## config.mk

```make
export PLATFORM = sky130hd
export DESIGN_NAME = c2r_scale
export DESIGN_NICKNAME = d
export VERILOG_FILES = /design/src/hdl/c2r_pkg.sv /design/src/hdl/c2r_scale.sv
export SDC_FILE = /design/constraint.sdc
export NUM_CORES = 1
export LEC_CHECK = 0
export ABC_CLOCK_PERIOD_IN_PS = 9600
export BUFFER_PORTS_ARGS = -buffer_cell sky130_fd_sc_hd__buf_2
export CAP_MARGIN = 20
export CORE_MARGIN = 2
export CORE_UTILIZATION = 55
export CTS_CLUSTER_DIAMETER = 50
export DETAILED_ROUTE_END_ITERATION = 8
export PLACE_DENSITY = 0.77
export SETUP_SLACK_MARGIN = 0.3
export SLEW_MARGIN = 20
export SYNTH_ARGS = -nofsm -noshare
export SYNTH_HDL_FRONTEND = slang
export SYNTH_SLANG_ARGS = --single-unit
export TNS_END_PERCENT = 5
```

## constraint.sdc

```tcl
create_clock -name i_clk -period 9.6 [get_ports i_clk]
set_clock_uncertainty 0.05 [all_clocks]
set_input_delay 0.96 -clock i_clk [delete_from_list [all_inputs] [get_ports i_clk]]
set_output_delay 0.96 -clock i_clk [all_outputs]
set_load 0.05 [all_outputs]
```

## src/hdl/c2r_pkg.sv

```systemverilog
// shared types, constants and helper functions of the component to rgba8 converter
package c2r_pkg;

    localparam int COEF_FRAC_BITS_DEF = 16;

    // widths of the sample scaling datapath
    localparam int SAMPLE_W = 32;
    localparam int FMT_W    = 6;
    localparam int MAXV_W   = 30;
    localparam int V_W      = 33;
    localparam int N_W      = 42;
    localparam int REM_W    = 38;

    // pipeline depth: six scaling stages and two color stages
    localparam int SCALE_STAGES = 6;
    localparam int COLOR_STAGES = 2;
    localparam int PIPE_STAGES  = SCALE_STAGES + COLOR_STAGES;

    typedef enum logic [1:0] {
        CM_PASS = 2'd0,
        CM_YCC  = 2'd1,
        CM_CMYK = 2'd2
    } t_color_mode;

    typedef enum logic [1:0] {
        FU_ABSENT = 2'd0,
        FU_ALPHA  = 2'd1,
        FU_OPAQUE = 2'd2
    } t_fourth_use;

    typedef enum logic [2:0] {
        REG_COLOR_MODE = 3'd0,
        REG_GRAY_BCAST = 3'd1,
        REG_FOURTH_USE = 3'd2,
        REG_PLANE0_FMT = 3'd3,
        REG_PLANE1_FMT = 3'd4,
        REG_PLANE2_FMT = 3'd5,
        REG_PLANE3_FMT = 3'd6
    } t_cfg_reg;

    localparam logic [FMT_W-1:0] FMT_RESET = 6'd8;

    // effective precision: 0 means 8, 31 means 30
    function automatic logic [4:0] fmt_prec(input logic [FMT_W-1:0] fmt);
        logic [4:0] p;
        p = fmt[4:0];
        if (p == 5'd0) begin
            p = 5'd8;
        end else if (p == 5'd31) begin
            p = 5'd30;
        end
        return p;
    endfunction

    function automatic logic [MAXV_W-1:0] fmt_maxv(input logic [FMT_W-1:0] fmt);
        logic [MAXV_W:0] t;
        t = ({{MAXV_W{1'b0}}, 1'b1} << fmt_prec(fmt)) - {{MAXV_W{1'b0}}, 1'b1};
        return t[MAXV_W-1:0];
    endfunction

    // two restoring division steps for quotient bits hi and hi-1
    function automatic logic [REM_W+1:0] div_pair(
        input logic [REM_W-1:0]  rem,
        input logic [MAXV_W-1:0] maxv,
        input int                hi
    );
        logic [REM_W-1:0] d;
        logic [REM_W-1:0] r;
        logic [1:0]       q;
        r = rem;
        d = REM_W'(maxv) << hi;
        q[1] = (r >= d);
        if (q[1]) begin
            r = r - d;
        end
        d = REM_W'(maxv) << (hi - 1);
        q[0] = (r >= d);
        if (q[0]) begin
            r = r - d;
        end
        return {q, r};
    endfunction

endpackage

```

## src/hdl/c2r_scale.sv

```systemverilog
// six-stage pipeline that scales one raw sample to 8 bits by its plane format
module c2r_scale (
    input  logic                                i_clk,
    input  logic [c2r_pkg::SCALE_STAGES-1:0]    i_en,
    input  logic [c2r_pkg::SAMPLE_W-1:0]        i_sample,
    input  logic [c2r_pkg::FMT_W-1:0]           i_fmt,
    output logic [7:0]                          o_comp
);

    localparam int VW = c2r_pkg::V_W;
    localparam int NW = c2r_pkg::N_W;
    localparam int RW = c2r_pkg::REM_W;
    localparam int DIV_STAGES = 4;

    logic [c2r_pkg::MAXV_W-1:0] maxv;
    logic [4:0]                 prec;

    logic signed [VW-1:0] n_v;
    logic signed [VW-1:0] r_v;
    logic signed [NW-1:0] n_n;
    logic signed [NW-1:0] r_n;

    logic [RW-1:0] n_rem [DIV_STAGES];
    logic [RW-1:0] r_rem [DIV_STAGES];
    logic [7:0]    n_q   [DIV_STAGES];
    logic [7:0]    r_q   [DIV_STAGES];
    logic          n_neg [DIV_STAGES];
    logic          r_neg [DIV_STAGES];
    logic          n_sat [DIV_STAGES];
    logic          r_sat [DIV_STAGES];

    // format must only be rewritten while the pipeline is empty; this block does not enforce it
    assign prec = c2r_pkg::fmt_prec(i_fmt);
    assign maxv = c2r_pkg::fmt_maxv(i_fmt);

    // signed planes are offset by half range
    always_comb begin
        n_v = VW'($signed(i_sample));
        if (i_fmt[5]) begin
            n_v = n_v + (VW'(1) << (prec - 5'd1));
        end
    end

    // v*255 plus half the divisor for rounding
    assign n_n = (NW'(r_v) <<< 8) - NW'(r_v) + NW'(maxv >> 1);

    always_comb begin
        logic [RW+1:0] pr;
        pr = c2r_pkg::div_pair(r_n[RW-1:0], maxv, 7);
        n_neg[0] = r_n[NW-1];
        n_sat[0] = !r_n[NW-1] && (r_n[NW-2:0] >= (NW-1)'({maxv, 8'd0}));
        n_rem[0] = pr[RW-1:0];
        n_q[0]   = {6'd0, pr[RW+1:RW]};
        for (int g = 1; g < DIV_STAGES; g++) begin
            pr = c2r_pkg::div_pair(r_rem[g-1], maxv, 7 - 2 * g);
            n_neg[g] = r_neg[g-1];
            n_sat[g] = r_sat[g-1];
            n_rem[g] = pr[RW-1:0];
            n_q[g]   = {r_q[g-1][5:0], pr[RW+1:RW]};
        end
    end

    always_ff @(posedge i_clk) begin
        if (i_en[0]) begin
            r_v <= n_v;
        end
        if (i_en[1]) begin
            r_n <= n_n;
        end
        for (int g = 0; g < DIV_STAGES; g++) begin
            if (i_en[g + 2]) begin
                r_rem[g] <= n_rem[g];
                r_q[g]   <= n_q[g];
                r_neg[g] <= n_neg[g];
                r_sat[g] <= n_sat[g];
            end
        end
    end

    assign o_comp = r_neg[DIV_STAGES-1] ? 8'd0 :
                    r_sat[DIV_STAGES-1] ? 8'd255 : r_q[DIV_STAGES-1];

endmodule

```

## After elaboration in Yosys (flattened, before gate mapping)

Memories as Yosys holds them, arrays and structs flattened.
Index checks and enable logic that the tools add are counted.

| storage, ports and cells | value |
|---|---|
| register bits | 75 |
| RAM bits | 192 |
| input port bits | 45 |
| output and inout bits | 8 |
| word-level logic and storage cells | 55 |
| memories kept | 4 |

| cells by class | value |
|---|---|
| add/subtract/negate cells | 13 |
| order comparisons | 9 |
| equality and inequality tests | 1 |
| shift operators | 2 |
| multiplexer cells | 21 |
| reductions and logical operators | 3 |

Memories:

| name | words | bits a word | read ports | clocked after Yosys merged registers in | write ports | line | source |
|---|---|---|---|---|---|---|---|
| r_rem | 4 | 38 | 3 | 0 | 4 | c2r_scale.sv:24 | `logic [RW-1:0] r_rem [DIV_STAGES];` |
| r_q | 4 | 8 | 4 | 0 | 4 | c2r_scale.sv:26 | `logic [7:0] r_q [DIV_STAGES];` |
| r_neg | 4 | 1 | 4 | 0 | 4 | c2r_scale.sv:28 | `logic r_neg [DIV_STAGES];` |
| r_sat | 4 | 1 | 4 | 0 | 4 | c2r_scale.sv:30 | `logic r_sat [DIV_STAGES];` |

Operators with widths:

| kind | number |
|---|---|
| 38-bit 2-to-1 mux | 8 |
| 42-bit by 29-bit adder with 42-bit output | 1 |
| 41-bit by 33-bit subtractor with 42-bit output | 1 |
| 41-bit by 38-bit >= comparator with 1-bit output | 1 |
| 38-bit by 30-bit >= comparator with 1-bit output | 1 |
| 38-bit by 31-bit >= comparator with 1-bit output | 1 |
| 38-bit by 32-bit >= comparator with 1-bit output | 1 |
| 38-bit by 33-bit >= comparator with 1-bit output | 1 |
| 38-bit by 34-bit >= comparator with 1-bit output | 1 |
| 38-bit by 35-bit >= comparator with 1-bit output | 1 |
| 38-bit by 36-bit >= comparator with 1-bit output | 1 |
| 38-bit by 37-bit >= comparator with 1-bit output | 1 |
| 38-bit by 30-bit subtractor with 38-bit output | 1 |
| 38-bit by 31-bit subtractor with 38-bit output | 1 |
| 38-bit by 32-bit subtractor with 38-bit output | 1 |
| 38-bit by 33-bit subtractor with 38-bit output | 1 |
| 38-bit by 34-bit subtractor with 38-bit output | 1 |
| 38-bit by 35-bit subtractor with 38-bit output | 1 |
| 38-bit by 36-bit subtractor with 38-bit output | 1 |
| 38-bit by 37-bit subtractor with 38-bit output | 1 |
| 32-bit by 33-bit adder with 33-bit output | 1 |
| 33-bit 2-to-1 mux | 1 |
| 1-bit by 5-bit left shift with 33-bit output (first input constant) | 1 |
| 1-bit by 5-bit left shift with 30-bit output (first input constant) | 1 |
| other kinds (9) | 18 |

## Longest topological paths before layout

| logic depth | value |
|---|---|
| word-level depth | 9 |
| mapped depth | 43 |

## Worst setup path after synthesis

No wires, ideal clock.

| timing | value |
|---|---|
| path type | input-to-reg |
| start point | input port i_fmt[4] in the netlist's numbering |
| end point | memory r_rem[2][27] in the netlist's numbering (data pin) |
| arrival time | 8,906 ps |
| data required time | 9,295 ps |
| path slack | 389 ps |
| stages on the path | 38 |
| buffers on the path | 4 |
| cell sequence | buf_4 > inv_2 > clkbuf_1 > nand3_1 > ha_1 > clkbuf_1 > nor2_1 > a21boi_0 > o21ai_0 > inv_1 > ha_1 > o21a_1 > o21ai_0 > o21bai_1 > o21a_1 > o311ai_0 > o211a_1 > o21ai_2 > (+2 left out) > buf_1 > o21ai_0 > inv_1 > ha_1 > nor2b_1 > o21ai_0 > a21boi_0 > o41a_1 > a2111oi_0 > o21ai_0 > a21oi_1 > o21ai_0 > o31ai_1 > nand2_1 > maj3_1 > a311o_1 > a31oi_1 > nor2_1 |

RTL lines:

| item | line | source |
|---|---|---|
| from (decl) | c2r_scale.sv:6 | `input logic [c2r_pkg::FMT_W-1:0] i_fmt,` |
| to (decl) | c2r_scale.sv:24 |  |

==> reports/results.tsv <==
stage	metric	value	unit
outcome	outcome	finished clean	
logic_synthesis	synth_edf_count	217	
route	final_antenna_net_count	0	
setup_path	reg2reg_slack	2.39	ns
grt	grt_max_degree	62	
sta	post-route-min-period	8.91	ns
setup_path	r2r-end	r_rem[0][36]	
grt	grt_overflow_total	0	
setup_path	crit_fanout	15	
grt	grt_use_met3	3.20	%
place	placedInstanceArea	28400	um2
logic_synthesis	synth_area_leaders	edfxtp_1 (24%), ha_1 (16%), xnor2_1 (6.0%)	
grt	grt.total_usage	29.7	%
place	hpwl	62.3	mm
logic_synthesis	synth.avg_cell_area	8.43	um2
sta	setup_violations	0	
logic_synthesis	post-synth-top-count-cell	ha_1	
setup_path	cp-start-kind	input port	
final_layout	fin_area	29500	um2
route	drt_first_pass_iters	5	
logic_synthesis	ys_seq_area_share	24.1	%
floorplanning	core_area	48700	um2
clocking	post_cts_buffers	0	
final_layout	area_delta_synth_final	9.19	%
sta	fin_setup_tns	0	ns
grt	use_met2	52.6	%
clocking	cts_max_level	1	
route	drc	0	
power	ir_drop	0.210	mV
setup_path	end_kind	flip-flop	
route	drt_iter0_markers	1436	
worst_hold_path	min_path_type	flip-flop to flip-flop	
clocking	cts-root-buf	clkbuf_16	
setup_path	critPathRequiredTime	9.87	ns
logic_synthesis	synth_common_cells	ha_1 (336), nand2_1 (304), a21oi_1 (247), nor2_1 (244), edfxtp_1 (217)	
floorplanning	core.rowCount	81	
floorplanning	die_w	226	um
logic_synthesis	synthArstFlopShare	0	%
final_layout	regArea	6520	um2
logic_synthesis	netlist.area_leader.share	24.1	%
floorplanning	ios	53	
grt	use_met1	34.9	%
setup_path	cpPeakStageDelay	0.46	ns
clocking	clock-sinks	217	
job	cap_viol_max_count	0	
sta	rsz0062_at_grt	yes	
clocking	holdBufCountCts	0	
clocking	clock_path_buffers	3	
final_layout	multi_input_area	19500	um2
power	powerDensity	415	nW/um2
floorplanning	die_y	226	um
route	dr_total_vias	24600	
place	gp_congestion	0.974	
sta	holdWs	0.364	ns
place	portBuffers	52	
setup_path	rr_startpoint	r_n[1]	
setup_path	worst_path_max_delay_cell	or3_1	
worst_hold_path	holdPathEnd	r_q[3][6]	
route	wire_per_inst	19.1	um
final_layout	n_antenna_cell	0	
grt	grt_pass1_wl	122	mm
sta	relSlewSlack	22.3	%
grt	antenna_found_initial	0	
logic_synthesis	synth_ff_type	edfxtp_1	
logic_synthesis	syn_area	27000	um2
sta	finalHoldViolations	0	
clocking	cts_buffers	31	
logic_synthesis	synth_warnings	0	
sta	tightest_slew	1.16	ns
final_layout	nets	3702	
grt	grt_busiest_layer	met2	
route	via_per_inst	6.19	
power	p_leak	12.3	nW
final_layout	fin_cells	3980	
sta	fmax	112	MHz
setup_path	reg2reg_depth	23	
worst_hold_path	hp-start	r_q[2][4]	
place	dp_cells	3925	
sta	maxSlewViolCount	0	
worst_hold_path	worstHoldPathCells	0	
final_layout	final_util	60.6	%
logic_synthesis	synth-seq-cells	217	
clocking	clkTransAtPathRegs	0.06	ns
logic_synthesis	synthDistinctLibCells	103	
setup_path	crit_arrival	9.18	ns
floorplanning	initial_core_util	55.5	%
setup_path	critical_path_class	input port to flip-flop	
grt	grt_pass1_vias	24700	
logic_synthesis	synth_top_cell_by_area	edfxtp_1	
logic_synthesis	netlist_instances	3207	
route	finalWirelength	76.1	mm
final_layout	drive_above_1_share	9.80	%
clocking	tritoncts	built	
floorplanning	die_area	50900	um2
setup_path	path_common_cell	nor3_1	
sta	min_period_over_period	92.8	%
clocking	clkLatencyLatePin	0.58	ns
final_layout	n_fill_cell	4243	
==> worst max-delay path by stage <==
| stage | start | depth (start not counted) | slack, ns | end |
|---|---|---|---|---|
| after global routing | i_fmt[2] | 36 | 0.16 | r_rem[1][35] |
| after CTS | i_fmt[2] | 36 | 0.59 | r_rem[2][27] |
| final | i_fmt[2] | 35 | 0.69 | r_rem[1][37] |
| after floorplan | i_fmt[4] | 38 | 0.39 | r_rem[2][27] |
| after detailed placement | i_fmt[2] | 35 | -0.003 | r_rem[2][29] |
| after global placement | i_fmt[2] | 36 | 0.11 | r_rem[2][27] |
==> layout by cell type, fill, tap and decap left out, types with 13 or more instances in the layout <==
cell type | Yosys | final
mux2_2 | 54 | 54
o31a_1 | 13 | 13
o21a_1 | 59 | 59
buf_2 | 17 | 52
and2_1 | 24 | 24
clkbuf_16 | 0 | 31
o21ai_1 | 32 | 36
fa_1 | 27 | 27
xnor2_1 | 184 | 184
edfxtp_1 | 217 | 217
nor4_1 | 33 | 32
xor2_1 | 87 | 87
a211oi_1 | 30 | 29
inv_1 | 186 | 185
o21bai_1 | 38 | 37
nand2b_1 | 46 | 46
or3_1 | 22 | 22
a31oi_1 | 35 | 35
buf_4 | 6 | 83
nand2_1 | 304 | 304
o2111ai_1 | 15 | 15
nand3_1 | 66 | 66
o21ai_0 | 209 | 205
a21o_1 | 106 | 106
nor2_1 | 244 | 243
a21oi_1 | 247 | 245
nand4_1 | 37 | 37
nor2b_1 | 42 | 42
o31ai_1 | 41 | 36
ha_1 | 336 | 335
a21boi_0 | 23 | 22
or2_2 | 17 | 17
and3_1 | 25 | 25
nor3_1 | 81 | 81
==> what timing repair did <==
action / 4_1_cts / 5_1_grt
gates resized for setup: 0 / 25
hold endpoints to repair: 0 / 0
setup endpoints to repair: 0 / 96
==> kinds of logic after synthesis <==
family | Yosys count | share of synthesized area [%]
adder cells (fa/ha/maj) | 377 | 18.1
buffers and inverters | 287 | 4.29
AND/OR/NAND/NOR | 991 | 17.6
multiplexers | 74 | 3.03
other | 2 | 0.0278
flip-flops | 217 | 24.1
AO/OA/AOI/OAI | 986 | 23.9
XOR/XNOR | 273 | 8.95
==> metrics by stage <==
step           total power, mW  setup slack, ns
2_1_floorplan             9.02            0.389
6_report                  12.3            0.693
5_1_grt                   13.4            0.163
3_5_place_dp              10.9         -0.00256
4_1_cts                   12.1            0.592
3_3_place_gp              10.6            0.112
==> power by group <==
part           internal [mW]  switching, mW
sequential              1.78          0.301
clock                  0.678          0.454
combinational           3.92           5.12
==> registers in the layout, indices dropped and copies added (netlist names) <==
| signal | flops |
|---|---|
| r_q | 20 |
| r_neg | 4 |
| r_v | 33 |
| r_sat | 4 |
| r_n | 42 |
| r_rem | 114 |
==> layer usage <==
metal / share of wire [%] / vias up
met3: 5.0 / 251
met1: 41 / 11500
met2: 48 / 859
met4: 6.2 / 0
met5: 0 / -
li1: - / 12000
==> worst max-delay path: cells and delay by family <==
kind	cells	cell delay [ns]
simple gates	15	3.54
compound gates	10	2.48
fa+ha+maj	3	0.89
buf+inv	5	0.77
mux	1	0.38
xor+xnor	1	0.12
==> cell type report <==
class | count | area share (%)
multi-input combinational | 2713 | 66.1
sequential | 217 | 22.1
timing repair buffer | 137 | 3.13
tap | 664 | 2.81
clock buffer | 33 | 2.65
inverter | 194 | 2.47
clock inverter | 22 | 0.788
Power figures use the tool's default switching activity.
