### config.mk
export PLATFORM = sky130hd
export DESIGN_NAME = c2r_color
export DESIGN_NICKNAME = d
export VERILOG_FILES = /design/src/hdl/c2r_pkg.sv /design/src/hdl/c2r_color.sv
export SDC_FILE = /design/constraint.sdc
export NUM_CORES = 1
export LEC_CHECK = 0
export BUFFER_PORTS_ARGS = -buffer_cell sky130_fd_sc_hd__buf_2
export CAP_MARGIN = 20
export CORE_ASPECT_RATIO = 0.9
export CORE_UTILIZATION = 60
export DETAILED_ROUTE_END_ITERATION = 7
export PLACE_DENSITY = 0.77
export SETUP_SLACK_MARGIN = 0.02
export SYNTH_ARGS = -nofsm -noshare
export SYNTH_HDL_FRONTEND = slang
export SYNTH_SLANG_ARGS = --single-unit
export TNS_END_PERCENT = 50
### constraint.sdc
create_clock -name i_clk -period 6.7 [get_ports i_clk]
set_input_delay 0.335 -clock i_clk [delete_from_list [all_inputs] [get_ports i_clk]]
set_output_delay 0.335 -clock i_clk [all_outputs]
set_load 0.02 [all_outputs]
### src/hdl/c2r_pkg.sv
// shared types, constants and helper functions of the component to rgba8 converter
package c2r_pkg;

    localparam int COEF_FRAC_BITS_DEF = 16;

    // widths of the sample scaling datapath
    localparam int SAMPLE_W = 32;
    localparam int FMT_W    = 6;
    localparam int MAXV_W   = 30;
    localparam int V_W      = 33;
    localparam int N_W      = 42;
    localparam int REM_W    = 38;

    // pipeline depth: six scaling stages and two color stages
    localparam int SCALE_STAGES = 6;
    localparam int COLOR_STAGES = 2;
    localparam int PIPE_STAGES  = SCALE_STAGES + COLOR_STAGES;

    typedef enum logic [1:0] {
        CM_PASS = 2'd0,
        CM_YCC  = 2'd1,
        CM_CMYK = 2'd2
    } t_color_mode;

    typedef enum logic [1:0] {
        FU_ABSENT = 2'd0,
        FU_ALPHA  = 2'd1,
        FU_OPAQUE = 2'd2
    } t_fourth_use;

    typedef enum logic [2:0] {
        REG_COLOR_MODE = 3'd0,
        REG_GRAY_BCAST = 3'd1,
        REG_FOURTH_USE = 3'd2,
        REG_PLANE0_FMT = 3'd3,
        REG_PLANE1_FMT = 3'd4,
        REG_PLANE2_FMT = 3'd5,
        REG_PLANE3_FMT = 3'd6
    } t_cfg_reg;

    localparam logic [FMT_W-1:0] FMT_RESET = 6'd8;

    // effective precision: 0 means 8, 31 means 30
    function automatic logic [4:0] fmt_prec(input logic [FMT_W-1:0] fmt);
        logic [4:0] p;
        p = fmt[4:0];
        if (p == 5'd0) begin
            p = 5'd8;
        end else if (p == 5'd31) begin
            p = 5'd30;
        end
        return p;
    endfunction

    function automatic logic [MAXV_W-1:0] fmt_maxv(input logic [FMT_W-1:0] fmt);
        logic [MAXV_W:0] t;
        t = ({{MAXV_W{1'b0}}, 1'b1} << fmt_prec(fmt)) - {{MAXV_W{1'b0}}, 1'b1};
        return t[MAXV_W-1:0];
    endfunction

    // two restoring division steps for quotient bits hi and hi-1
    function automatic logic [REM_W+1:0] div_pair(
        input logic [REM_W-1:0]  rem,
        input logic [MAXV_W-1:0] maxv,
        input int                hi
    );
        logic [REM_W-1:0] d;
        logic [REM_W-1:0] r;
        logic [1:0]       q;
        r = rem;
        d = REM_W'(maxv) << hi;
        q[1] = (r >= d);
        if (q[1]) begin
            r = r - d;
        end
        d = REM_W'(maxv) << (hi - 1);
        q[0] = (r >= d);
        if (q[0]) begin
            r = r - d;
        end
        return {q, r};
    endfunction

endpackage

### src/hdl/c2r_color.sv
// two-stage color conversion: products first, then sums, rounding and output bytes
module c2r_color #(
    parameter int COEF_FRAC_BITS = c2r_pkg::COEF_FRAC_BITS_DEF
) (
    input  logic                                i_clk,
    input  logic [c2r_pkg::COLOR_STAGES-1:0]    i_en,
    input  c2r_pkg::t_color_mode                i_color_mode,
    input  logic                                i_gray,
    input  c2r_pkg::t_fourth_use                i_fourth_use,
    input  logic [7:0]                          i_c0,
    input  logic [7:0]                          i_c1,
    input  logic [7:0]                          i_c2,
    input  logic [7:0]                          i_c3,
    output logic [7:0]                          o_red,
    output logic [7:0]                          o_green,
    output logic [7:0]                          o_blue,
    output logic [7:0]                          o_alpha
);

    localparam int F  = COEF_FRAC_BITS;
    localparam int KW = F + 2;
    localparam int PW = KW + 9;
    localparam int AW = F + 11;

    localparam longint unsigned KU_CR_R = ((64'd1402000 << F) + 64'd500000) / 64'd1000000;
    localparam longint unsigned KU_CB_G = ((64'd344136 << F) + 64'd500000) / 64'd1000000;
    localparam longint unsigned KU_CR_G = ((64'd714136 << F) + 64'd500000) / 64'd1000000;
    localparam longint unsigned KU_CB_B = ((64'd1772000 << F) + 64'd500000) / 64'd1000000;

    localparam logic signed [KW-1:0] K_CR_R = KW'(KU_CR_R);
    localparam logic signed [KW-1:0] K_CB_G = KW'(KU_CB_G);
    localparam logic signed [KW-1:0] K_CR_G = KW'(KU_CR_G);
    localparam logic signed [KW-1:0] K_CB_B = KW'(KU_CB_B);

    localparam logic signed [AW-1:0] HALF = AW'(1) <<< (F - 1);

    function automatic logic [7:0] fix_to_u8(input logic signed [AW-1:0] acc);
        logic [7:0] r;
        if (acc[AW-1]) begin
            r = 8'd0;
        end else if (|acc[AW-2:F+8]) begin
            r = 8'd255;
        end else begin
            r = acc[F+7:F];
        end
        return r;
    endfunction

    function automatic logic [7:0] div255(input logic [15:0] prod);
        logic [16:0] t;
        logic [16:0] u;
        t = {1'b0, prod} + 17'd128;
        u = t + (t >> 8);
        return u[15:8];
    endfunction

    logic [7:0]        c1e;
    logic [7:0]        c2e;
    logic [7:0]        c3e;
    logic [7:0]        kb;
    logic signed [8:0] cb;
    logic signed [8:0] cr;

    logic [7:0]           r_c0;
    logic [7:0]           r_c1;
    logic [7:0]           r_c2;
    logic [7:0]           r_a;
    logic signed [PW-1:0] r_p_rr;
    logic signed [PW-1:0] r_p_gb;
    logic signed [PW-1:0] r_p_gr;
    logic signed [PW-1:0] r_p_bb;
    logic [15:0]          r_m0;
    logic [15:0]          r_m1;
    logic [15:0]          r_m2;

    logic signed [AW-1:0] y_ext;
    logic signed [AW-1:0] acc_r;
    logic signed [AW-1:0] acc_g;
    logic signed [AW-1:0] acc_b;
    logic [7:0]           n_red;
    logic [7:0]           n_green;
    logic [7:0]           n_blue;

    // gray broadcast reuses component zero
    assign c1e = i_gray ? i_c0 : i_c1;
    assign c2e = i_gray ? i_c0 : i_c2;
    assign c3e = (i_fourth_use == c2r_pkg::FU_ABSENT) ? 8'd255 : i_c3;
    assign kb  = 8'd255 - c3e;
    assign cb  = $signed({1'b0, c1e}) - 9'sd128;
    assign cr  = $signed({1'b0, c2e}) - 9'sd128;

    always_ff @(posedge i_clk) begin
        if (i_en[0]) begin
            r_c0   <= i_c0;
            r_c1   <= c1e;
            r_c2   <= c2e;
            r_a    <= (i_fourth_use == c2r_pkg::FU_ALPHA) ? c3e : 8'd255;
            r_p_rr <= PW'(K_CR_R * cr);
            r_p_gb <= PW'(K_CB_G * cb);
            r_p_gr <= PW'(K_CR_G * cr);
            r_p_bb <= PW'(K_CB_B * cb);
            r_m0   <= (8'd255 - i_c0) * kb;
            r_m1   <= (8'd255 - c1e) * kb;
            r_m2   <= (8'd255 - c2e) * kb;
        end
    end

    assign y_ext = $signed({{(AW-8){1'b0}}, r_c0}) <<< F;
    assign acc_r = y_ext + AW'(r_p_rr) + HALF;
    assign acc_g = y_ext - AW'(r_p_gb) - AW'(r_p_gr) + HALF;
    assign acc_b = y_ext + AW'(r_p_bb) + HALF;

    always_comb begin
        case (i_color_mode)
            c2r_pkg::CM_YCC: begin
                n_red   = fix_to_u8(acc_r);
                n_green = fix_to_u8(acc_g);
                n_blue  = fix_to_u8(acc_b);
            end
            c2r_pkg::CM_CMYK: begin
                n_red   = div255(r_m0);
                n_green = div255(r_m1);
                n_blue  = div255(r_m2);
            end
            default: begin
                n_red   = r_c0;
                n_green = r_c1;
                n_blue  = r_c2;
            end
        endcase
    end

    always_ff @(posedge i_clk) begin
        if (i_en[1]) begin
            o_red   <= n_red;
            o_green <= n_green;
            o_blue  <= n_blue;
            o_alpha <= r_a;
        end
    end

endmodule

* After elaboration in Yosys (flattened, before gate mapping)
Cells that the tools add are included.
** Operators by class
- Add/subtract/negate cells :: 19
- Magnitude comparators :: 0
- Equality and inequality tests :: 3
- $mul :: 7
- Divide/modulo/power cells :: 0
- Reduce and logical (&&, ||, !) cells :: 4
- Muxes and demuxes :: 12
- Bitwise logic cells :: 0
- Shift-type cells :: 0
** Operator list (number)
- 27-bit by 17-bit adder with 27-bit output, second input constant :: 3
- 8-bit two-way mux :: 9
- 25-bit by 27-bit adder with 27-bit output :: 2
- 16-bit by 8-bit adder with 17-bit output, second input constant :: 3
- 16-bit by 9-bit multiplier with 25-bit output, first input constant :: 2
- 16-bit by 9-bit adder with 16-bit output :: 3
- 9-bit by 9-bit multiplier with 16-bit output :: 3
- 8-bit one-hot mux with 2 select lines :: 3
- 18-bit by 9-bit multiplier with 27-bit output, first input constant :: 1
- 25-bit by 27-bit subtractor with 27-bit output :: 1
- 27-bit subtractor :: 1
- 8-bit by 8-bit subtractor with 9-bit output, first input constant :: 3
- 17-bit by 9-bit multiplier with 26-bit output, first input constant :: 1
- 8-bit by 8-bit subtractor with 9-bit output, second input constant :: 2
- 8-bit subtractor, first input constant :: 1
- 2-bit OR reduction :: 3
- 2-bit by 1-bit equality test with 1-bit output, second input constant :: 2
- 2-bit equality test, second input constant :: 1
- 2-bit zero test :: 1
** Storage, ports and cells
- Memories kept :: 0
- Bits in registers :: 218
- Input port bits :: 40
- Memory bits (read-only) :: 0
- RAM bits :: 0
- Logic and storage cells :: 60
- Bits in latches :: 0

* Logic depth before layout (Yosys ltp)
- Depth after elaboration :: 7
- Mapped depth :: 26

* Worst setup path after synthesis
OpenSTA, ideal clock, no wires.
- Path kind :: in2reg
- From :: input port i_gray
- To :: register r_p_gr[22], data pin
- Path buffers :: 2
- Stages :: 20
- Data required time :: 6.440 ns
- Setup time :: 0.260 ns
- Arrival time :: 5.719 ns
- Setup slack :: 0.721 ns
- Cells stage by stage :: buf_2 -> clkbuf_1 -> o21ai_1 -> ha_1 -> ha_1 -> inv_1 -> fa_1 -> fa_1 -> fa_1 -> inv_1 -> ha_1 -> a21oi_1 -> o21bai_1 -> a211oi_1 -> o31ai_1 -> o221ai_2 -> nor2_1 -> or3_1 -> a21o_1 -> xor2_1
** On the way
- Word-level cells in the longest chain between the ends :: 3
** RTL lines
- start, declared :: RTL line c2r_color.sv:8 : input logic i_gray,
- 8-bit two-way mux :: RTL line c2r_color.sv:86 : assign c2e = i_gray ? i_c0 : i_c2;
- via c2e[0] :: RTL line c2r_color.sv:58 : logic [7:0] c2e;
- 8-bit by 8-bit subtractor with 9-bit output :: RTL line c2r_color.sv:90 : assign cr = $signed({1'b0, c2e}) - 9'sd128;
- 16-bit by 9-bit multiplier with 25-bit output :: RTL line c2r_color.sv:100 : r_p_gr <= PW'(K_CR_G * cr);
- end signal, assigned :: RTL line c2r_color.sv:100
- end, declared :: RTL line c2r_color.sv:70 : logic signed [PW-1:0] r_p_gr;
The timed path passes the listed nets, and every way through them passes these cells.
A chain may end at the register's enable or synchronous reset.

* Final worst setup path
- From :: input port i_gray
- To :: register r_p_bb[26], data pin
** On the way
- Word-level cells in the longest chain between the ends :: 3
** RTL lines
- 8-bit two-way mux :: RTL line c2r_color.sv:85 : assign c1e = i_gray ? i_c0 : i_c1;
- via c1e[0] :: RTL line c2r_color.sv:57 : logic [7:0] c1e;
- 8-bit by 8-bit subtractor with 9-bit output :: RTL line c2r_color.sv:89 : assign cb = $signed({1'b0, c1e}) - 9'sd128;
- 17-bit by 9-bit multiplier with 26-bit output :: RTL line c2r_color.sv:101 : r_p_bb <= PW'(K_CB_B * cb);
- end signal, assigned :: RTL line c2r_color.sv:101
- end, declared :: RTL line c2r_color.sv:71 : logic signed [PW-1:0] r_p_bb;
The timed path passes the listed nets, and every way through them passes these cells.

==> flow_summary.json <==
{
  "multi_input_area_sq_um": 15750,
  "switchingPower_uw": 4490,
  "coreArea_sq_um": 37560,
  "vias_per_cell": 5.822,
  "maxSlewHeadroom_pct": 36.51,
  "grt_pass1_wl_um": 90910,
  "ys_warn_count": 0,
  "wl_met2_um": 26070,
  "dp_hpwl_um": 46290,
  "rsz0062_at_grt": "no",
  "wl_per_cell_um": 19.66,
  "drive_gt1_share_pct": 6.600,
  "cp.required_ps": 6910,
  "synth_edf_count": 180,
  "fin_area_sq_um": 24680,
  "yosysUniqueCellTypes": 68,
  "grt_overflow_total": 0,
  "placed_area_sq_um": 24060,
  "setup_tns_ps": 0,
  "top_layer_used": "met4",
  "setup-violations-final": 0,
  "pwr-share-comb_pct": 68.1,
  "cts_tree": "yes",
  "reg2reg_to": "o_red[6]$_DFFE_PP_",
  "ioPinCount": 72,
  "regArea_sq_um": 5405,
  "worst_slew_pin_slew_ps": 948.9,
  "synth.net_count": 3039,
  "seqPwrFrac_pct": 21.0,
  "syn_area_sq_um": 23060,
  "crit_type": "in -> reg",
  "power.density_nw_per_um2": 392.7,
  "min_path_cells": 2,
  "ff2ff_path_depth": 14,
  "async_flop_share_pct": 0,
  "intPower_uw": 5202,
  "grt_start_max_net_pins": 90,
  "wl_met1_um": 24440,
  "cts_hold_buf": 0,
  "h-tree-depth": 4,
  "vias": 16840,
  "antenna_found_initial": 0,
  "fillers": 2955,
  "peakVddDrop_mv": 0.3380,
  "syn2layout_area_growth_pct": 7.043,
  "cts_root_buf": "clkbuf_16",
  "power_frac_clock_pct": 10.9,
  "post_cts_buffers": 0,
  "cts_resized": 0,
  "arrival_ps": 5900,
  "slew_violations": 0,
  "synth_seq_area_share_pct": 23.44,
  "port_buffers": 71,
  "status": "complete, no violations",
  "synth_seq_cells": 180,
  "endpoint_kind": "register",
  "nets": 3114,
  "timing.rr.start": "r_m0[7]$_DFFE_PP_",
  "diodes": 0,
  "fmax_mhz": 175.8,
  "wl_met3_um": 4809,
  "gp_congestion": 0.9662,
  "clk_latency_ps": 460,
  "fin_crit_sh_pct": 84.88,
  "hold_violations": 0,
  "antenna_left": 0,
  "p_leak_uw": 0.01262,
  "avgSynthCellArea_sq_um": 9.930,
  "endpoint": "r_p_bb[26]$_DFFE_PP_",
  "cp-start-kind": "primary input",
  "synthFlopType": "edfxtp_1",
  "crit_fanout": 26,
  "rrSetupSlack_ps": 2640,
  "die_w_um": 208.6,
  "finClkSkew_ps": 12.32,
  "startpoint": "i_gray",
  "drc_errors": 0,
  "grt_pass1_vias": 17190,
  "dieArea_sq_um": 39220,
  "cts.sinks": 180,
  "rows": 67,
  "dr.first_iter.drc_count": 1215,
  "drt-total-wl_um": 56860,
  "dr.pass1.iters": 5,
  "grtUsageTotal_pct": 30.31,
  "hp-class": "in -> reg",
  "finalCriticalPeriod_ps": 5687,
  "fin_hold_ws_ps": 172.2,
  "drv_cap": 0,
  "clockBufferDepth": 2,
  "p_sw_share_pct": 46.33,
  "start_util_pct": 61.40,
  "clkTransAtPathRegs_ps": 70,
  "synth_cells": 2322,
  "cts_made_buffers": 17,
  "die_h_um": 188.0
}
[layout make-up]
type	count	area share (%)
Tap cell	483	2.448
Sequential cell	180	21.90
Inverter	463	7.041
Clock inverter	13	0.6691
Clock buffer	18	1.739
Multi-Input combinational cell	1636	63.81
Timing Repair Buffer	99	2.398
[placed cells by master (no fill, tap or decap), types with 7 or more instances in the layout]
master       n
a22oi_1      7
a31oi_1      9
xor2_1      44
buf_4       27
o21ai_0     14
edfxtp_1   180
o41ai_1      7
clkbuf_16   17
o21bai_1    17
o21a_1      25
o21ai_1     35
a211oi_1     7
xnor2_1    102
nor3_1      25
or3_1       28
nand2b_1    21
fa_1       220
nor2_1     226
ha_1       457
nand3_1     41
a21oi_1     70
and3_1       8
nor2b_1     17
or2_2       15
a21o_1      35
inv_1      461
buf_2       70
nand2_1    119
[metrics by stage]
step                instances  util, %  worst slack (ps)  total power [uW]
finish                   2892    65.72              1013              9692
global route             2892    65.72             626.1             10620
CTS                      2891    65.65              1001              9675
detailed placement       2860    64.07             536.3              8544
global placement         2860    64.07             723.8              8308
floorplan                2322        -             720.8              6924
[power groups by stage]
stage	registers (uW)	clock network (uW)	logic, uW
3_3_place_gp	2050	0	6260
2_1_floorplan	2010	0	4920
3_5_place_dp	2060	0	6490
4_1_cts	2030	1070	6580
6_report	2040	1060	6600
5_1_grt	2070	1100	7450
[Yosys cell counts (all sizes together) (7+ instances only)]
| cell type | number | area share [%] |
|---|---|---|
| ha | 457 | 25 |
| or3 | 28 | 0.76 |
| inv | 461 | 7.5 |
| and3 | 8 | 0.22 |
| o21a | 25 | 0.81 |
| a21o | 35 | 1.1 |
| xnor2 | 102 | 3.9 |
| buf | 7 | 0.14 |
| nand2 | 119 | 1.9 |
| xor2 | 44 | 1.7 |
| a211oi | 9 | 0.34 |
| o221ai | 7 | 0.29 |
| a22oi | 7 | 0.23 |
| fa | 220 | 19 |
| nor2b | 17 | 0.46 |
| a31oi | 9 | 0.24 |
| o41ai | 9 | 0.41 |
| nor3 | 25 | 0.54 |
| edfxtp | 180 | 23 |
| a21oi | 74 | 1.7 |
| o21bai | 17 | 0.55 |
| nand2b | 21 | 0.57 |
| nor2 | 226 | 3.7 |
| o21ai | 50 | 1.1 |
| clkbuf | 36 | 0.59 |
| or2 | 16 | 0.43 |
| o31ai | 7 | 0.25 |
| nand3 | 41 | 0.89 |
[how the worst min path moves through the flow]
stage	startpoint	endpoint	slack, ps
after detailed placement	r_a[0]$_SDFFCE_PP1P_	o_alpha[0]$_DFFE_PP_	410
after global placement	r_a[0]$_SDFFCE_PP1P_	o_alpha[0]$_DFFE_PP_	400
after floorplan	r_a[0]$_SDFFCE_PP1P_	o_alpha[0]$_DFFE_PP_	400
final	i_c3[6]	r_a[6]$_SDFFCE_PP1P_	170
after CTS	i_c3[6]	r_a[6]$_SDFFCE_PP1P_	150
after global routing	i_c3[6]	r_a[6]$_SDFFCE_PP1P_	160
[kinds of logic (layout without fill, tap and decap cells)]
logic type                 Yosys count  count (layout)  share of synthesized area (%)
adders and majority gates          677             677                          43.90
and+or+nand+nor                    519             519                          10.07
buffers and inverters              506             593                          8.259
AOI/OAI and AO/OA                  292             292                          8.698
DFF                                180             180                          23.44
xor gates and xnor gates           146             146                          5.546
muxes                                2               2                        0.09224
[worst max-delay path, cell delays in order]
cell and delay (ps):
buf_2 340, nand2_1 120, o21a_1 190, inv_1 460, ha_1 290, ha_1 280, inv_1 90, fa_1 440
fa_1 520, fa_1 530, inv_1 40, ha_1 290, nand4_1 80, nor2_1 50, a221oi_1 250, o21ai_1 120
a21oi_2 200, o21ai_1 190, a21o_1 260, a211o_1 300, a21oi_1 170, mux2_1 330
[sequential cells by signal, summed over array words and instances, names as in the netlist, 12 cells and up]
signal and flops:
r_m1 16, r_p_gb 22, r_m0 16, r_m2 16, r_p_rr 16, r_p_gr 18, r_p_bb 12
[metal layers]
metal	vias to the layer above	global-route usage, %
met4	0	9.276
met3	92	5.376
li1	7817	-
met2	671	49.23
met1	8257	41.44
met5	-	0
Note: power is estimated with default switching activity, not from simulation.
